`config.mk`:
```
export PLATFORM = sky130hd
export DESIGN_NAME = gate_sensor_qualifier_top
export DESIGN_NICKNAME = d
export VERILOG_FILES = /design/src/design/gsq_pkg.sv /design/src/design/gsq_cfg_regs.sv /design/src/design/gsq_rem_unit.sv /design/src/design/gsq_qualify.sv /design/src/design/gate_sensor_qualifier_top.sv
export VERILOG_INCLUDE_DIRS = /design/src /design/src/design
export SDC_FILE = /design/constraint.sdc
export NUM_CORES = 1
export LEC_CHECK = 0
export ABC_CLOCK_PERIOD_IN_PS = 6300
export BUFFER_PORTS_ARGS = -buffer_cell sky130_fd_sc_hd__buf_2
export CAP_MARGIN = 20
export CORE_ASPECT_RATIO = 0.9
export CORE_MARGIN = 8
export CORE_UTILIZATION = 35
export CTS_BUF_LIST = sky130_fd_sc_hd__clkbuf_8
export DETAILED_ROUTE_END_ITERATION = 16
export GPL_TIMING_DRIVEN = 0
export PLACE_DENSITY = 0.59
export SYNTH_ARGS = -nofsm -noshare
export SYNTH_HDL_FRONTEND = slang
export SYNTH_SLANG_ARGS = --single-unit
```
`constraint.sdc`:
```
create_clock -name i_clk -period 6.3 [get_ports i_clk]
set_clock_uncertainty 0.2 [all_clocks]
set_input_delay 0.315 -clock i_clk [delete_from_list [all_inputs] [get_ports i_clk]]
set_output_delay 0.315 -clock i_clk [all_outputs]
set_load 0.01 [all_outputs]
```
`src/design/gate_sensor_qualifier_top_defines.svh`:
```
// assertion macros for the gate sensor qualifier
`ifndef GATE_SENSOR_QUALIFIER_TOP_DEFINES_SVH
`define GATE_SENSOR_QUALIFIER_TOP_DEFINES_SVH

// same-cycle implication, checked outside reset
`define GSQ_ASSERT_NOW(lbl, ante, cons, msg) \
    lbl: assert property (@(posedge i_clk) disable iff (!i_rst_n) (ante) |-> (cons)) \
        else $error(msg);

// next-cycle implication, checked outside reset
`define GSQ_ASSERT_NEXT(lbl, ante, cons, msg) \
    lbl: assert property (@(posedge i_clk) disable iff (!i_rst_n) (ante) |=> (cons)) \
        else $error(msg);

`endif

```
`src/design/gsq_pkg.sv`:
```
// package of types and constants for the gate sensor qualifier
`timescale 1ns / 1ps
package gsq_pkg;

    localparam int THR_W    = 8;
    localparam int CNT_W    = 9;
    localparam int SPEED_W  = 8;
    localparam int LED_W    = 12;
    localparam int PERIOD_W = 16;
    localparam int WAIT_W   = 20;
    localparam int CFG_IDX_W  = 3;
    localparam int CFG_DATA_W = 20;
    localparam int STEP_W   = 4;

    localparam logic [THR_W-1:0]    RST_LIMIT_THR  = 8'd20;
    localparam logic [THR_W-1:0]    RST_AIR_THR    = 8'd5;
    localparam logic [THR_W-1:0]    RST_RADAR_THR  = 8'd10;
    localparam logic [THR_W-1:0]    RST_GROUND_THR = 8'd0;
    localparam logic [SPEED_W-1:0]  RST_SPEED_DIV  = 8'd4;
    localparam logic [LED_W-1:0]    RST_LED_PERIOD = 12'd250;
    localparam logic [PERIOD_W-1:0] RST_LONG_PER   = 16'd5000;
    localparam logic [WAIT_W-1:0]   RST_CAR_TMO    = 20'd100000;

    typedef enum logic [CFG_IDX_W-1:0] {
        CFG_LIMIT_THR  = 3'd0,
        CFG_AIR_THR    = 3'd1,
        CFG_RADAR_THR  = 3'd2,
        CFG_GROUND_THR = 3'd3,
        CFG_SPEED_DIV  = 3'd4,
        CFG_LED_PERIOD = 3'd5,
        CFG_LONG_PER   = 3'd6,
        CFG_CAR_TMO    = 3'd7
    } t_cfg_idx;

    typedef struct packed {
        logic [THR_W-1:0]    limit_threshold;
        logic [THR_W-1:0]    air_threshold;
        logic [THR_W-1:0]    radar_threshold;
        logic [THR_W-1:0]    ground_threshold;
        logic [SPEED_W-1:0]  speed_divide;
        logic [LED_W-1:0]    led_period;
        logic [PERIOD_W-1:0] long_period;
        logic [WAIT_W-1:0]   car_timeout;
    } t_cfg;

    typedef struct packed {
        logic mode;
        logic ver_pin;
        logic hor_pin;
        logic air_pin;
        logic radar_pin;
        logic ground_pin;
        logic car_announce;
    } t_in_item;

    typedef struct packed {
        logic ver_reached;
        logic hor_reached;
        logic move_down;
        logic stop_pulse;
        logic clear_speed_pulse;
        logic speed_tick;
        logic led_tick;
        logic long_tick;
        logic air_detect;
        logic radar_detect;
        logic ground_detect;
        logic car_waiting;
    } t_out_item;

    // handshake between the remainder unit and the qualifier state
    typedef struct packed {
        logic             load;
        logic [LED_W-1:0] value;
    } t_mod_load;

endpackage

```
`src/design/gsq_cfg_regs.sv`:
```
// configuration register file of the gate sensor qualifier
`timescale 1ns / 1ps
module gsq_cfg_regs import gsq_pkg::*; (
    input  logic                  i_clk,
    input  logic                  i_rst_n,
    input  logic                  i_wr,
    input  logic [CFG_IDX_W-1:0]  i_index,
    input  logic [CFG_DATA_W-1:0] i_data,
    output t_cfg                  o_cfg,
    output logic                  o_led_wr
);

    t_cfg r_cfg;
    t_cfg n_cfg;

    always_comb begin
        n_cfg    = r_cfg;
        o_led_wr = 1'b0;
        if (i_wr) begin
            unique case (t_cfg_idx'(i_index))
                CFG_LIMIT_THR:  n_cfg.limit_threshold  = i_data[THR_W-1:0];
                CFG_AIR_THR:    n_cfg.air_threshold    = i_data[THR_W-1:0];
                CFG_RADAR_THR:  n_cfg.radar_threshold  = i_data[THR_W-1:0];
                CFG_GROUND_THR: n_cfg.ground_threshold = i_data[THR_W-1:0];
                CFG_SPEED_DIV:  n_cfg.speed_divide     = i_data[SPEED_W-1:0];
                CFG_LED_PERIOD: begin
                    n_cfg.led_period = i_data[LED_W-1:0];
                    o_led_wr         = 1'b1;
                end
                CFG_LONG_PER:   n_cfg.long_period      = i_data[PERIOD_W-1:0];
                CFG_CAR_TMO:    n_cfg.car_timeout      = i_data[WAIT_W-1:0];
            endcase
        end
    end

    always_ff @(posedge i_clk) begin
        if (!i_rst_n) begin
            r_cfg.limit_threshold  <= RST_LIMIT_THR;
            r_cfg.air_threshold    <= RST_AIR_THR;
            r_cfg.radar_threshold  <= RST_RADAR_THR;
            r_cfg.ground_threshold <= RST_GROUND_THR;
            r_cfg.speed_divide     <= RST_SPEED_DIV;
            r_cfg.led_period       <= RST_LED_PERIOD;
            r_cfg.long_period      <= RST_LONG_PER;
            r_cfg.car_timeout      <= RST_CAR_TMO;
        end else begin
            r_cfg <= n_cfg;
        end
    end

    assign o_cfg = r_cfg;

endmodule

```
`src/design/gsq_rem_unit.sv`:
```
// bit-serial remainder of the period count by the led period
`timescale 1ns / 1ps
module gsq_rem_unit import gsq_pkg::*; (
    input  logic                i_clk,
    input  logic                i_rst_n,
    input  logic                i_start,
    input  logic [PERIOD_W-1:0] i_dividend,
    input  logic [LED_W-1:0]    i_divisor,
    output logic                o_busy,
    output t_mod_load           o_result
);

    logic                r_busy;
    logic [STEP_W-1:0]   r_step;
    logic [PERIOD_W-1:0] r_dividend;
    logic [LED_W-1:0]    r_divisor;
    logic [LED_W-1:0]    r_rem;
    logic [LED_W:0]      shifted;
    logic [LED_W-1:0]    n_rem;

    // one restoring step per cycle, msb of the dividend first
    always_comb begin
        shifted = {r_rem, r_dividend[r_step]};
        if (shifted >= {1'b0, r_divisor}) begin
            n_rem = LED_W'(shifted - {1'b0, r_divisor});
        end else begin
            n_rem = shifted[LED_W-1:0];
        end
    end

    always_ff @(posedge i_clk) begin
        if (!i_rst_n) begin
            r_busy <= 1'b0;
            r_step <= '0;
        end else if (i_start) begin
            r_busy <= 1'b1;
            r_step <= '1;
        end else if (r_busy) begin
            r_step <= r_step - 1'b1;
            if (r_step == '0) begin
                r_busy <= 1'b0;
            end
        end
    end

    always_ff @(posedge i_clk) begin
        if (i_start) begin
            r_dividend <= i_dividend;
            r_divisor  <= i_divisor;
            r_rem      <= '0;
        end else if (r_busy) begin
            r_rem <= n_rem;
        end
    end

    assign o_busy         = r_busy;
    assign o_result.load  = r_busy && (r_step == '0);
    assign o_result.value = n_rem;

endmodule

```
`src/design/gsq_qualify.sv`:
```
// debounce, divider and sensor qualification state with its update logic
`timescale 1ns / 1ps
module gsq_qualify import gsq_pkg::*; (
    input  logic                i_clk,
    input  logic                i_rst_n,
    input  logic                i_step,
    input  t_in_item            i_item,
    input  t_cfg                i_cfg,
    input  t_mod_load           i_mod,
    output logic [PERIOD_W-1:0] o_period_count,
    output t_out_item           o_result
);

    localparam logic [CNT_W-1:0] CNT_MAX = '1;

    logic [1:0]          r_limit_prev, n_limit_prev;
    logic [CNT_W-1:0]    r_limit_cnt [2];
    logic [CNT_W-1:0]    n_limit_cnt [2];
    logic [1:0]          r_limit_flag, n_limit_flag;
    logic                r_dir, n_dir;
    logic [SPEED_W-1:0]  r_speed_cnt, n_speed_cnt;
    logic [PERIOD_W-1:0] r_period_cnt, n_period_cnt;
    logic [LED_W-1:0]    r_led_mod, n_led_mod;
    logic [2:0]          r_sens_prev, n_sens_prev;
    logic [CNT_W-1:0]    r_sens_cnt [3];
    logic [CNT_W-1:0]    n_sens_cnt [3];
    logic [2:0]          r_sens_lat, n_sens_lat;
    logic                r_car, n_car;
    logic [WAIT_W-1:0]   r_wait_cnt, n_wait_cnt;

    logic [1:0]          l_pin, l_low, l_hit;
    logic [THR_W-1:0]    l_thr [2];
    logic [CNT_W-1:0]    l_inc [2];
    logic [2:0]          s_pin, s_low;
    logic [THR_W-1:0]    s_thr [3];
    logic [CNT_W-1:0]    s_inc [3];
    logic [SPEED_W-1:0]  speed_inc;
    logic [PERIOD_W-1:0] period_inc;
    logic [LED_W-1:0]    mod_inc;
    logic [WAIT_W-1:0]   wait_inc;
    logic                car_mid;
    logic                stop, clr, spd, led, lng;

    assign l_pin    = {i_item.hor_pin, i_item.ver_pin};
    assign l_thr[0] = i_cfg.limit_threshold;
    assign l_thr[1] = i_cfg.limit_threshold;
    assign s_pin    = {i_item.ground_pin, i_item.radar_pin, i_item.air_pin};
    assign s_thr[0] = i_cfg.air_threshold;
    assign s_thr[1] = i_cfg.radar_threshold;
    assign s_thr[2] = i_cfg.ground_threshold;

    // count increments (saturating for the pin counts) and the two-sample low test
    always_comb begin
        for (int i = 0; i < 2; i++) begin
            l_inc[i] = (r_limit_cnt[i] == CNT_MAX) ? r_limit_cnt[i] : r_limit_cnt[i] + 1'b1;
            l_low[i] = !l_pin[i] && !r_limit_prev[i];
        end
        for (int i = 0; i < 3; i++) begin
            s_inc[i] = (r_sens_cnt[i] == CNT_MAX) ? r_sens_cnt[i] : r_sens_cnt[i] + 1'b1;
            s_low[i] = !s_pin[i] && !r_sens_prev[i];
        end
        speed_inc  = r_speed_cnt + 1'b1;
        period_inc = r_period_cnt + 1'b1;
        wait_inc   = r_wait_cnt + 1'b1;
        // running remainder of the period count by the led period
        if (r_period_cnt == '1) begin
            mod_inc = '0;
        end else if (({1'b0, r_led_mod} + 1'b1) == {1'b0, i_cfg.led_period}) begin
            mod_inc = '0;
        end else begin
            mod_inc = r_led_mod + 1'b1;
        end
    end

    always_comb begin
        n_limit_prev = r_limit_prev;
        n_limit_flag = r_limit_flag;
        n_dir        = r_dir;
        n_speed_cnt  = r_speed_cnt;
        n_period_cnt = r_period_cnt;
        n_led_mod    = r_led_mod;
        n_sens_prev  = r_sens_prev;
        n_sens_lat   = r_sens_lat;
        n_car        = r_car;
        n_wait_cnt   = r_wait_cnt;
        car_mid      = r_car;
        l_hit        = '0;
        stop         = 1'b0;
        clr          = 1'b0;
        spd          = 1'b0;
        led          = 1'b0;
        lng          = 1'b0;
        for (int i = 0; i < 2; i++) begin
            n_limit_cnt[i] = r_limit_cnt[i];
        end
        for (int i = 0; i < 3; i++) begin
            n_sens_cnt[i] = r_sens_cnt[i];
        end

        if (i_mod.load) begin
            n_led_mod = i_mod.value;
        end

        if (i_step && !i_item.mode) begin
            // fast tick: limit pins
            for (int i = 0; i < 2; i++) begin
                if (l_low[i]) begin
                    if (l_inc[i] > {1'b0, l_thr[i]}) begin
                        n_limit_flag[i] = 1'b1;
                        n_limit_cnt[i]  = '0;
                        l_hit[i]        = 1'b1;
                    end else begin
                        n_limit_cnt[i] = l_inc[i];
                    end
                end else begin
                    n_limit_flag[i] = 1'b0;
                    n_limit_cnt[i]  = '0;
                end
                n_limit_prev[i] = l_pin[i];
            end
            // vertical first, so both may reverse in one tick
            if (l_hit[0] && !r_dir) begin
                n_dir = 1'b1;
                stop  = 1'b1;
            end
            if (l_hit[1] && n_dir) begin
                n_dir = 1'b0;
                stop  = 1'b1;
                clr   = 1'b1;
            end
        end else if (i_step) begin
            // slow tick: dividers and sensors
            car_mid = r_car || i_item.car_announce;

            if (speed_inc > i_cfg.speed_divide) begin
                spd         = 1'b1;
                n_speed_cnt = '0;
            end else begin
                n_speed_cnt = speed_inc;
            end

            led = (i_cfg.led_period != '0) && (mod_inc == '0);
            if (period_inc > i_cfg.long_period) begin
                lng          = 1'b1;
                n_period_cnt = '0;
                n_led_mod    = '0;
            end else begin
                n_period_cnt = period_inc;
                n_led_mod    = mod_inc;
            end

            for (int i = 0; i < 3; i++) begin
                if (s_low[i]) begin
                    if (!r_sens_lat[i]) begin
                        if (s_inc[i] > {1'b0, s_thr[i]}) begin
                            n_sens_lat[i] = 1'b1;
                            n_sens_cnt[i] = '0;
                        end else begin
                            n_sens_cnt[i] = s_inc[i];
                        end
                    end
                end else begin
                    n_sens_lat[i] = 1'b0;
                    n_sens_cnt[i] = '0;
                end
                n_sens_prev[i] = s_pin[i];
            end

            // ground release drops a waiting car
            n_car = car_mid && !(!s_low[2] && r_sens_lat[2]);

            if (n_car) begin
                if (wait_inc > i_cfg.car_timeout) begin
                    n_wait_cnt = '0;
                    n_car      = 1'b0;
                end else begin
                    n_wait_cnt = wait_inc;
                end
            end
        end
    end

    always_ff @(posedge i_clk) begin
        if (!i_rst_n) begin
            r_limit_prev <= '0;
            r_limit_flag <= '0;
            r_dir        <= 1'b0;
            r_speed_cnt  <= '0;
            r_period_cnt <= '0;
            r_led_mod    <= '0;
            r_sens_prev  <= '0;
            r_sens_lat   <= '0;
            r_car        <= 1'b0;
            r_wait_cnt   <= '0;
            for (int i = 0; i < 2; i++) begin
                r_limit_cnt[i] <= '0;
            end
            for (int i = 0; i < 3; i++) begin
                r_sens_cnt[i] <= '0;
            end
        end else begin
            r_limit_prev <= n_limit_prev;
            r_limit_flag <= n_limit_flag;
            r_dir        <= n_dir;
            r_speed_cnt  <= n_speed_cnt;
            r_period_cnt <= n_period_cnt;
            r_led_mod    <= n_led_mod;
            r_sens_prev  <= n_sens_prev;
            r_sens_lat   <= n_sens_lat;
            r_car        <= n_car;
            r_wait_cnt   <= n_wait_cnt;
            for (int i = 0; i < 2; i++) begin
                r_limit_cnt[i] <= n_limit_cnt[i];
            end
            for (int i = 0; i < 3; i++) begin
                r_sens_cnt[i] <= n_sens_cnt[i];
            end
        end
    end

    assign o_period_count = r_period_cnt;

    assign o_result.ver_reached       = n_limit_flag[0];
    assign o_result.hor_reached       = n_limit_flag[1];
    assign o_result.move_down         = n_dir;
    assign o_result.stop_pulse        = stop;
    assign o_result.clear_speed_pulse = clr;
    assign o_result.speed_tick        = spd;
    assign o_result.led_tick          = led;
    assign o_result.long_tick         = lng;
    assign o_result.air_detect        = n_sens_lat[0];
    assign o_result.radar_detect      = n_sens_lat[1];
    assign o_result.ground_detect     = n_sens_lat[2];
    assign o_result.car_waiting       = n_car;

endmodule

```
`src/design/gate_sensor_qualifier_top.sv`:
```
// top level of the gate sensor qualifier
// usage:
//   each input request is one tick: mode 0 is a fast tick that debounces the
//   vertical and horizontal limit pins, mode 1 a slow tick that steps the
//   speed, led and long dividers and qualifies the air, radar and ground pins
//   input channel: i_in_valid / o_in_stall / i_in_data, taken when valid and
//   not stall; output channel: o_out_valid / i_out_stall / o_out_data
//   a taken request is held in the input register, its result in the result
//   register, which drives o_out_valid; throughput: one request per cycle,
//   sustained, while the output is taken and no remainder rebuild runs; an
//   output stall holds the result register; the input register is held behind
//   it and o_in_stall rises while both are full; config port: i_cfg_valid /
//   o_cfg_ready, always ready, written while idle (by the user; the block does
//   not enforce it); a write of led_period starts a bit-serial remainder of
//   the period count, one dividend bit per cycle; input stays stalled until done
//   reset (i_rst_n low, synchronous) clears all counters and flags, sets the
//   direction to up and loads the default register values
`timescale 1ns / 1ps
`include "gate_sensor_qualifier_top_defines.svh"
module gate_sensor_qualifier_top import gsq_pkg::*; (
    input  logic                  i_clk,
    input  logic                  i_rst_n,
    input  logic                  i_in_valid,
    output logic                  o_in_stall,
    input  t_in_item              i_in_data,
    output logic                  o_out_valid,
    input  logic                  i_out_stall,
    output t_out_item             o_out_data,
    input  logic                  i_cfg_valid,
    output logic                  o_cfg_ready,
    input  logic [CFG_IDX_W-1:0]  i_cfg_index,
    input  logic [CFG_DATA_W-1:0] i_cfg_data
);

    t_cfg                cfg;
    logic                led_wr;
    logic                rem_busy;
    t_mod_load           mod_load;
    logic [PERIOD_W-1:0] period_count;
    t_out_item           result;

    // pipeline control
    logic      r_in_vld;
    t_in_item  r_in;
    logic      r_out_vld;
    t_out_item r_out;
    logic      in_take;
    logic      adv;

    // config writes are never refused
    assign o_cfg_ready = 1'b1;

    gsq_cfg_regs u_cfg (
        .i_clk   (i_clk),
        .i_rst_n (i_rst_n),
        .i_wr    (i_cfg_valid && o_cfg_ready),
        .i_index (i_cfg_index),
        .i_data  (i_cfg_data),
        .o_cfg   (cfg),
        .o_led_wr(led_wr)
    );

    // rebuilds the running led remainder after a new led period
    gsq_rem_unit u_rem (
        .i_clk     (i_clk),
        .i_rst_n   (i_rst_n),
        .i_start   (led_wr),
        .i_dividend(period_count),
        .i_divisor (i_cfg_data[LED_W-1:0]),
        .o_busy    (rem_busy),
        .o_result  (mod_load)
    );

    // the registered request meets the state here; its result is registered below
    gsq_qualify u_qual (
        .i_clk         (i_clk),
        .i_rst_n       (i_rst_n),
        .i_step        (adv),
        .i_item        (r_in),
        .i_cfg         (cfg),
        .i_mod         (mod_load),
        .o_period_count(period_count),
        .o_result      (result)
    );

    // the input register moves on when the result register is free or emptying
    assign adv        = r_in_vld && (!r_out_vld || !i_out_stall);
    assign o_in_stall = rem_busy || (r_in_vld && !adv);
    assign in_take    = i_in_valid && !o_in_stall;

    always_ff @(posedge i_clk) begin
        if (!i_rst_n) begin
            r_in_vld  <= 1'b0;
            r_out_vld <= 1'b0;
        end else begin
            if (in_take) begin
                r_in_vld <= 1'b1;
            end else if (adv) begin
                r_in_vld <= 1'b0;
            end
            if (adv) begin
                r_out_vld <= 1'b1;
            end else if (!i_out_stall) begin
                r_out_vld <= 1'b0;
            end
        end
    end

    // payload registers
    always_ff @(posedge i_clk) begin
        if (in_take) begin
            r_in <= i_in_data;
        end
        if (adv) begin
            r_out <= result;
        end
    end

    assign o_out_valid = r_out_vld;
    assign o_out_data  = r_out;

    // a taken request always lands in the input register
    `GSQ_ASSERT_NEXT(a_take_lands, in_take, r_in_vld, "accepted request not registered")
    // a request held behind a stalled result keeps its payload
    `GSQ_ASSERT_NEXT(a_hold_in, r_in_vld && !adv, r_in_vld && $stable(r_in), "held request lost")
    // clear speed only ever comes with a stop
    `GSQ_ASSERT_NOW(a_clr_stop, o_out_valid && o_out_data.clear_speed_pulse,
        o_out_data.stop_pulse, "clear speed pulse without stop")
    // no request is taken while the remainder unit is rebuilding
    `GSQ_ASSERT_NOW(a_no_take_busy, rem_busy, !in_take, "request taken during remainder rebuild")

endmodule

```
==> results.ini <==
[run_status]
status = finished clean

[place]
portBuffers = 44
place.gp.congestion = 0.902
hpwl_mm = 32.0

[setup_path]
end_kind = register
slowest_stage = a211oi_1
startpoint_type = register
critical_path.max_stage_delay_ns = 0.50
critPathTopFamily = compound AO/OA/AOI/OAI gates
cp_max_fo = 10
required_ns = 6.63
critPathArrivalTime_ns = 5.39
worst-path-buf-inv = 3
path_cells = ha_1 -> and3_1 -> clkbuf_1 -> nand3_1 -> nor2_1 -> and3_1 -> clkbuf_1 -> nand3_1 -> xnor2_1 -> ha_1 -> nand4_1 -> a21oi_1 -> a211oi_1 -> o221a_2 -> o2111ai_4 -> buf_6 -> o32ai_1 -> a21o_1
critPathKind = reg2reg

[timing]
slew_headroom_pct = 27.6
finalCritPeriodShare_pct = 80.3
whs_ns = 0.102
final.min_clock_period_ns = 5.06
hold_viol = 0
slew_viol_final = 0
tightest_slew_ns = 1.08
max_freq_mhz = 198
rsz0062_at_grt = no
finalSetupViolations = 0
fin_tns_setup_ns = 0

[routing]
first_pass_iters = 5
drt_iter0_drc = 930
wl_per_cell_um = 17.8
wl_mm = 44.0
drc = 0
num_vias = 13300
viasPerCell = 5.37
ant_nets = 0

[logic_synthesis]
seq_area_frac_synth_pct = 39.3
synth_area_per_cell_sq_um = 8.36
synth_fp_nets = 1909
ys_types = 73
synth_seq_cells = 267
netlist_area_sq_mm = 0.0148
synth_commonest_cells = nand2_1, dfxtp_1, a21oi_1, nor2_1, ha_1
yosysTopAreaCell = dfxtp_1
synth_area_leaders = dfxtp_1, edfxtp_1, ha_1, nand2_1, a21oi_1
synth_top_cell_area_share_pct = 29.8
async_flop_share_pct = 0
synth_edf_count = 47
synth_cells = 1767
ys.flop_type = dfxtp_1
yosysMostFrequentCell = nand2_1
yosys_warnings = 0

[floorplan]
initial_core_util_pct = 35.4
die_h_um = 211
io_pins = 50
floorplan.die_area_sq_mm = 0.0491
coreArea_sq_mm = 0.0418
die_w_um = 233
rows = 71

[grt]
grt_max_degree = 38
grtUsageMet3_pct = 3.54
grt-ovfl-total = 0
grt_use_met1_pct = 24.2
busiest_layer = met2
antenna_found_initial = 2
met2_usage_pct = 27.4
grt_first_pass_wirelength_mm = 69.4
track_usage_pct = 17.6
grt_pass1_vias = 12500

[clocking]
clockRootBuffer = clkbuf_8
cts.clk_slew.worst_paths_ns = 0.06
ctsResizeCount = 0
cts_tree = built
clk_latency_ns = 0.60
cts_max_level = 2
clockBufferDepth = 3
numCtsBuffers = 48
numClockSinks = 267

[layout]
antenna_cells = 0
final_nets = 2031
area_growth_syn_to_layout_pct = 14.0
drive_gt1_share_pct = 7.58

[power]
p_per_area_mw_per_mm2 = 239
ir_drop_uv = 147
power_leakage_nw = 6.72

[flow_run]
drv_cap = 0

[min_path]
hold_path.class = in2reg

tightest hold or removal path, delay by kind of cell:
kind,cells,cell delay [ns]
and+or+nand+nor,1,0.21
AOI/OAI and AO/OA,1,0.08
buffers and inverters,1,0.22
routing by layer:
metal | up-vias | wire length (um) | part of all wire, %
met5 | - | 26 | 0.059
met4 | 4 | 1220 | 2.8
met3 | 88 | 2910 | 6.6
met2 | 374 | 19300 | 44
met1 | 6314 | 20500 | 47
li1 | 6498 | - | -
where the power goes:
part | total (mW) | internal [mW] | switching, mW
combinational | 0.621 | 0.238 | 0.384
sequential | 1.85 | 1.80 | 0.0524
clock | 1.56 | 0.799 | 0.762
total | 4.04 | 2.84 | 1.20
state kept, by name, indices dropped and copies added (netlist names):
name                   cells
u_cfg.o_cfg               88
u_qual.r_sens_cnt         27
u_qual.r_wait_cnt         20
u_qual.r_limit_cnt        18
u_qual.o_period_count     16
u_rem.r_dividend          16
o_out_data                12
u_qual.r_led_mod          12
u_rem.r_divisor           12
u_rem.r_rem               12
u_qual.r_speed_cnt         8
r_in                       7
u_rem.r_step               4
u_qual.r_sens_lat          3
u_qual.r_sens_prev         3
u_qual.r_limit_flag        2
u_qual.r_limit_prev        2
o_out_valid                1
r_in_vld                   1
u_qual.r_car               1
u_qual.r_dir               1
u_rem.o_busy               1
per-stage QoR:
step / setup WS (ns) / cell area, sq um / power, mW / cells / utilization, %
5_1_grt: 0.919 / 16900 / 4.22 / 2474 / 40.4
3_5_place_dp: 1.37 / 15700 / 2.49 / 2358 / 37.6
4_1_cts: 1.31 / 16900 / 4.07 / 2474 / 40.4
6_report: 1.24 / 16900 / 4.04 / 2474 / 40.4
2_1_floorplan: 2.23 / 14800 / 2.30 / 1767 / -
3_3_place_gp: 1.40 / 15700 / 2.49 / 2358 / 37.6
timing repair:
| action | CTS | global route |
|---|---|---|
| buffers inserted | 0 | 0 |
| hold buffers | 28 | 0 |
| endpoints found under the hold margin | 46 | 0 |
cell usage in the layout (no fill, tap or decap), types with 15 or more instances in the layout:
cell type      count
a211oi_1          15
a21o_1            18
a21oi_1          152
a31oi_1           19
and3_1            26
buf_2             50
clkbuf_1          58
clkbuf_8          52
dfxtp_1          220
dlygate4sd3_1     28
edfxtp_1          47
ha_1             106
inv_1            117
nand2_1          289
nand2b_1          20
nand3_1           89
nand4_1           35
nor2_1           129
nor3_1            30
o211ai_1          27
o21ai_0           55
xnor2_1           58
xor2_1            37
logic make-up (layout without fill, tap and decap cells):
| group | count (synthesis) | count (layout) | share of synthesized area, % |
|---|---|---|---|
| AO/OA/AOI/OAI | 389 | 389 | 16.7 |
| other | 1 | 1 | 0.0254 |
| XOR/XNOR | 96 | 96 | 5.79 |
| buffers and inverters | 182 | 342 | 4.85 |
| adder cells (fa/ha/maj) | 107 | 107 | 9.11 |
| flip-flops | 267 | 267 | 39.3 |
| AND/OR/NAND/NOR | 698 | 698 | 21.9 |
| multiplexers | 27 | 27 | 2.24 |
layout make-up:
cell class                      count  area, sq um
Buffer                             84          350
Sequential cell                   267         5820
Multi-Input combinational cell   1318         8250
Inverter                           98          368
Fill cell                        4211        24900
Tap cell                          547          684
Timing Repair Buffer               72          500
Clock inverter                     36          174
Clock buffer                       52          716
path summary, 6_finish.rpt:
kind | start | endpoint | slack [ns] | depth (start not counted)
max | u_qual.o_period_count[0]$_SDFFE_PN0P_ | u_qual.r_led_mod[7]$_SDFF_PN0_ | 1.24 | 18
min | i_rst_n | u_qual.r_limit_cnt[0][0]$_SDFFE_PN0P_ | 0.10 | 3
max reg2reg | u_qual.o_period_count[0]$_SDFFE_PN0P_ | u_qual.r_led_mod[7]$_SDFF_PN0_ | 1.24 | 18
min reg2reg | u_qual.o_period_count[5]$_SDFFE_PN0P_ | u_rem.r_dividend[5]$_DFFE_PP_ | 0.23 | 0
Note: power is estimated with default switching activity, not from simulation.
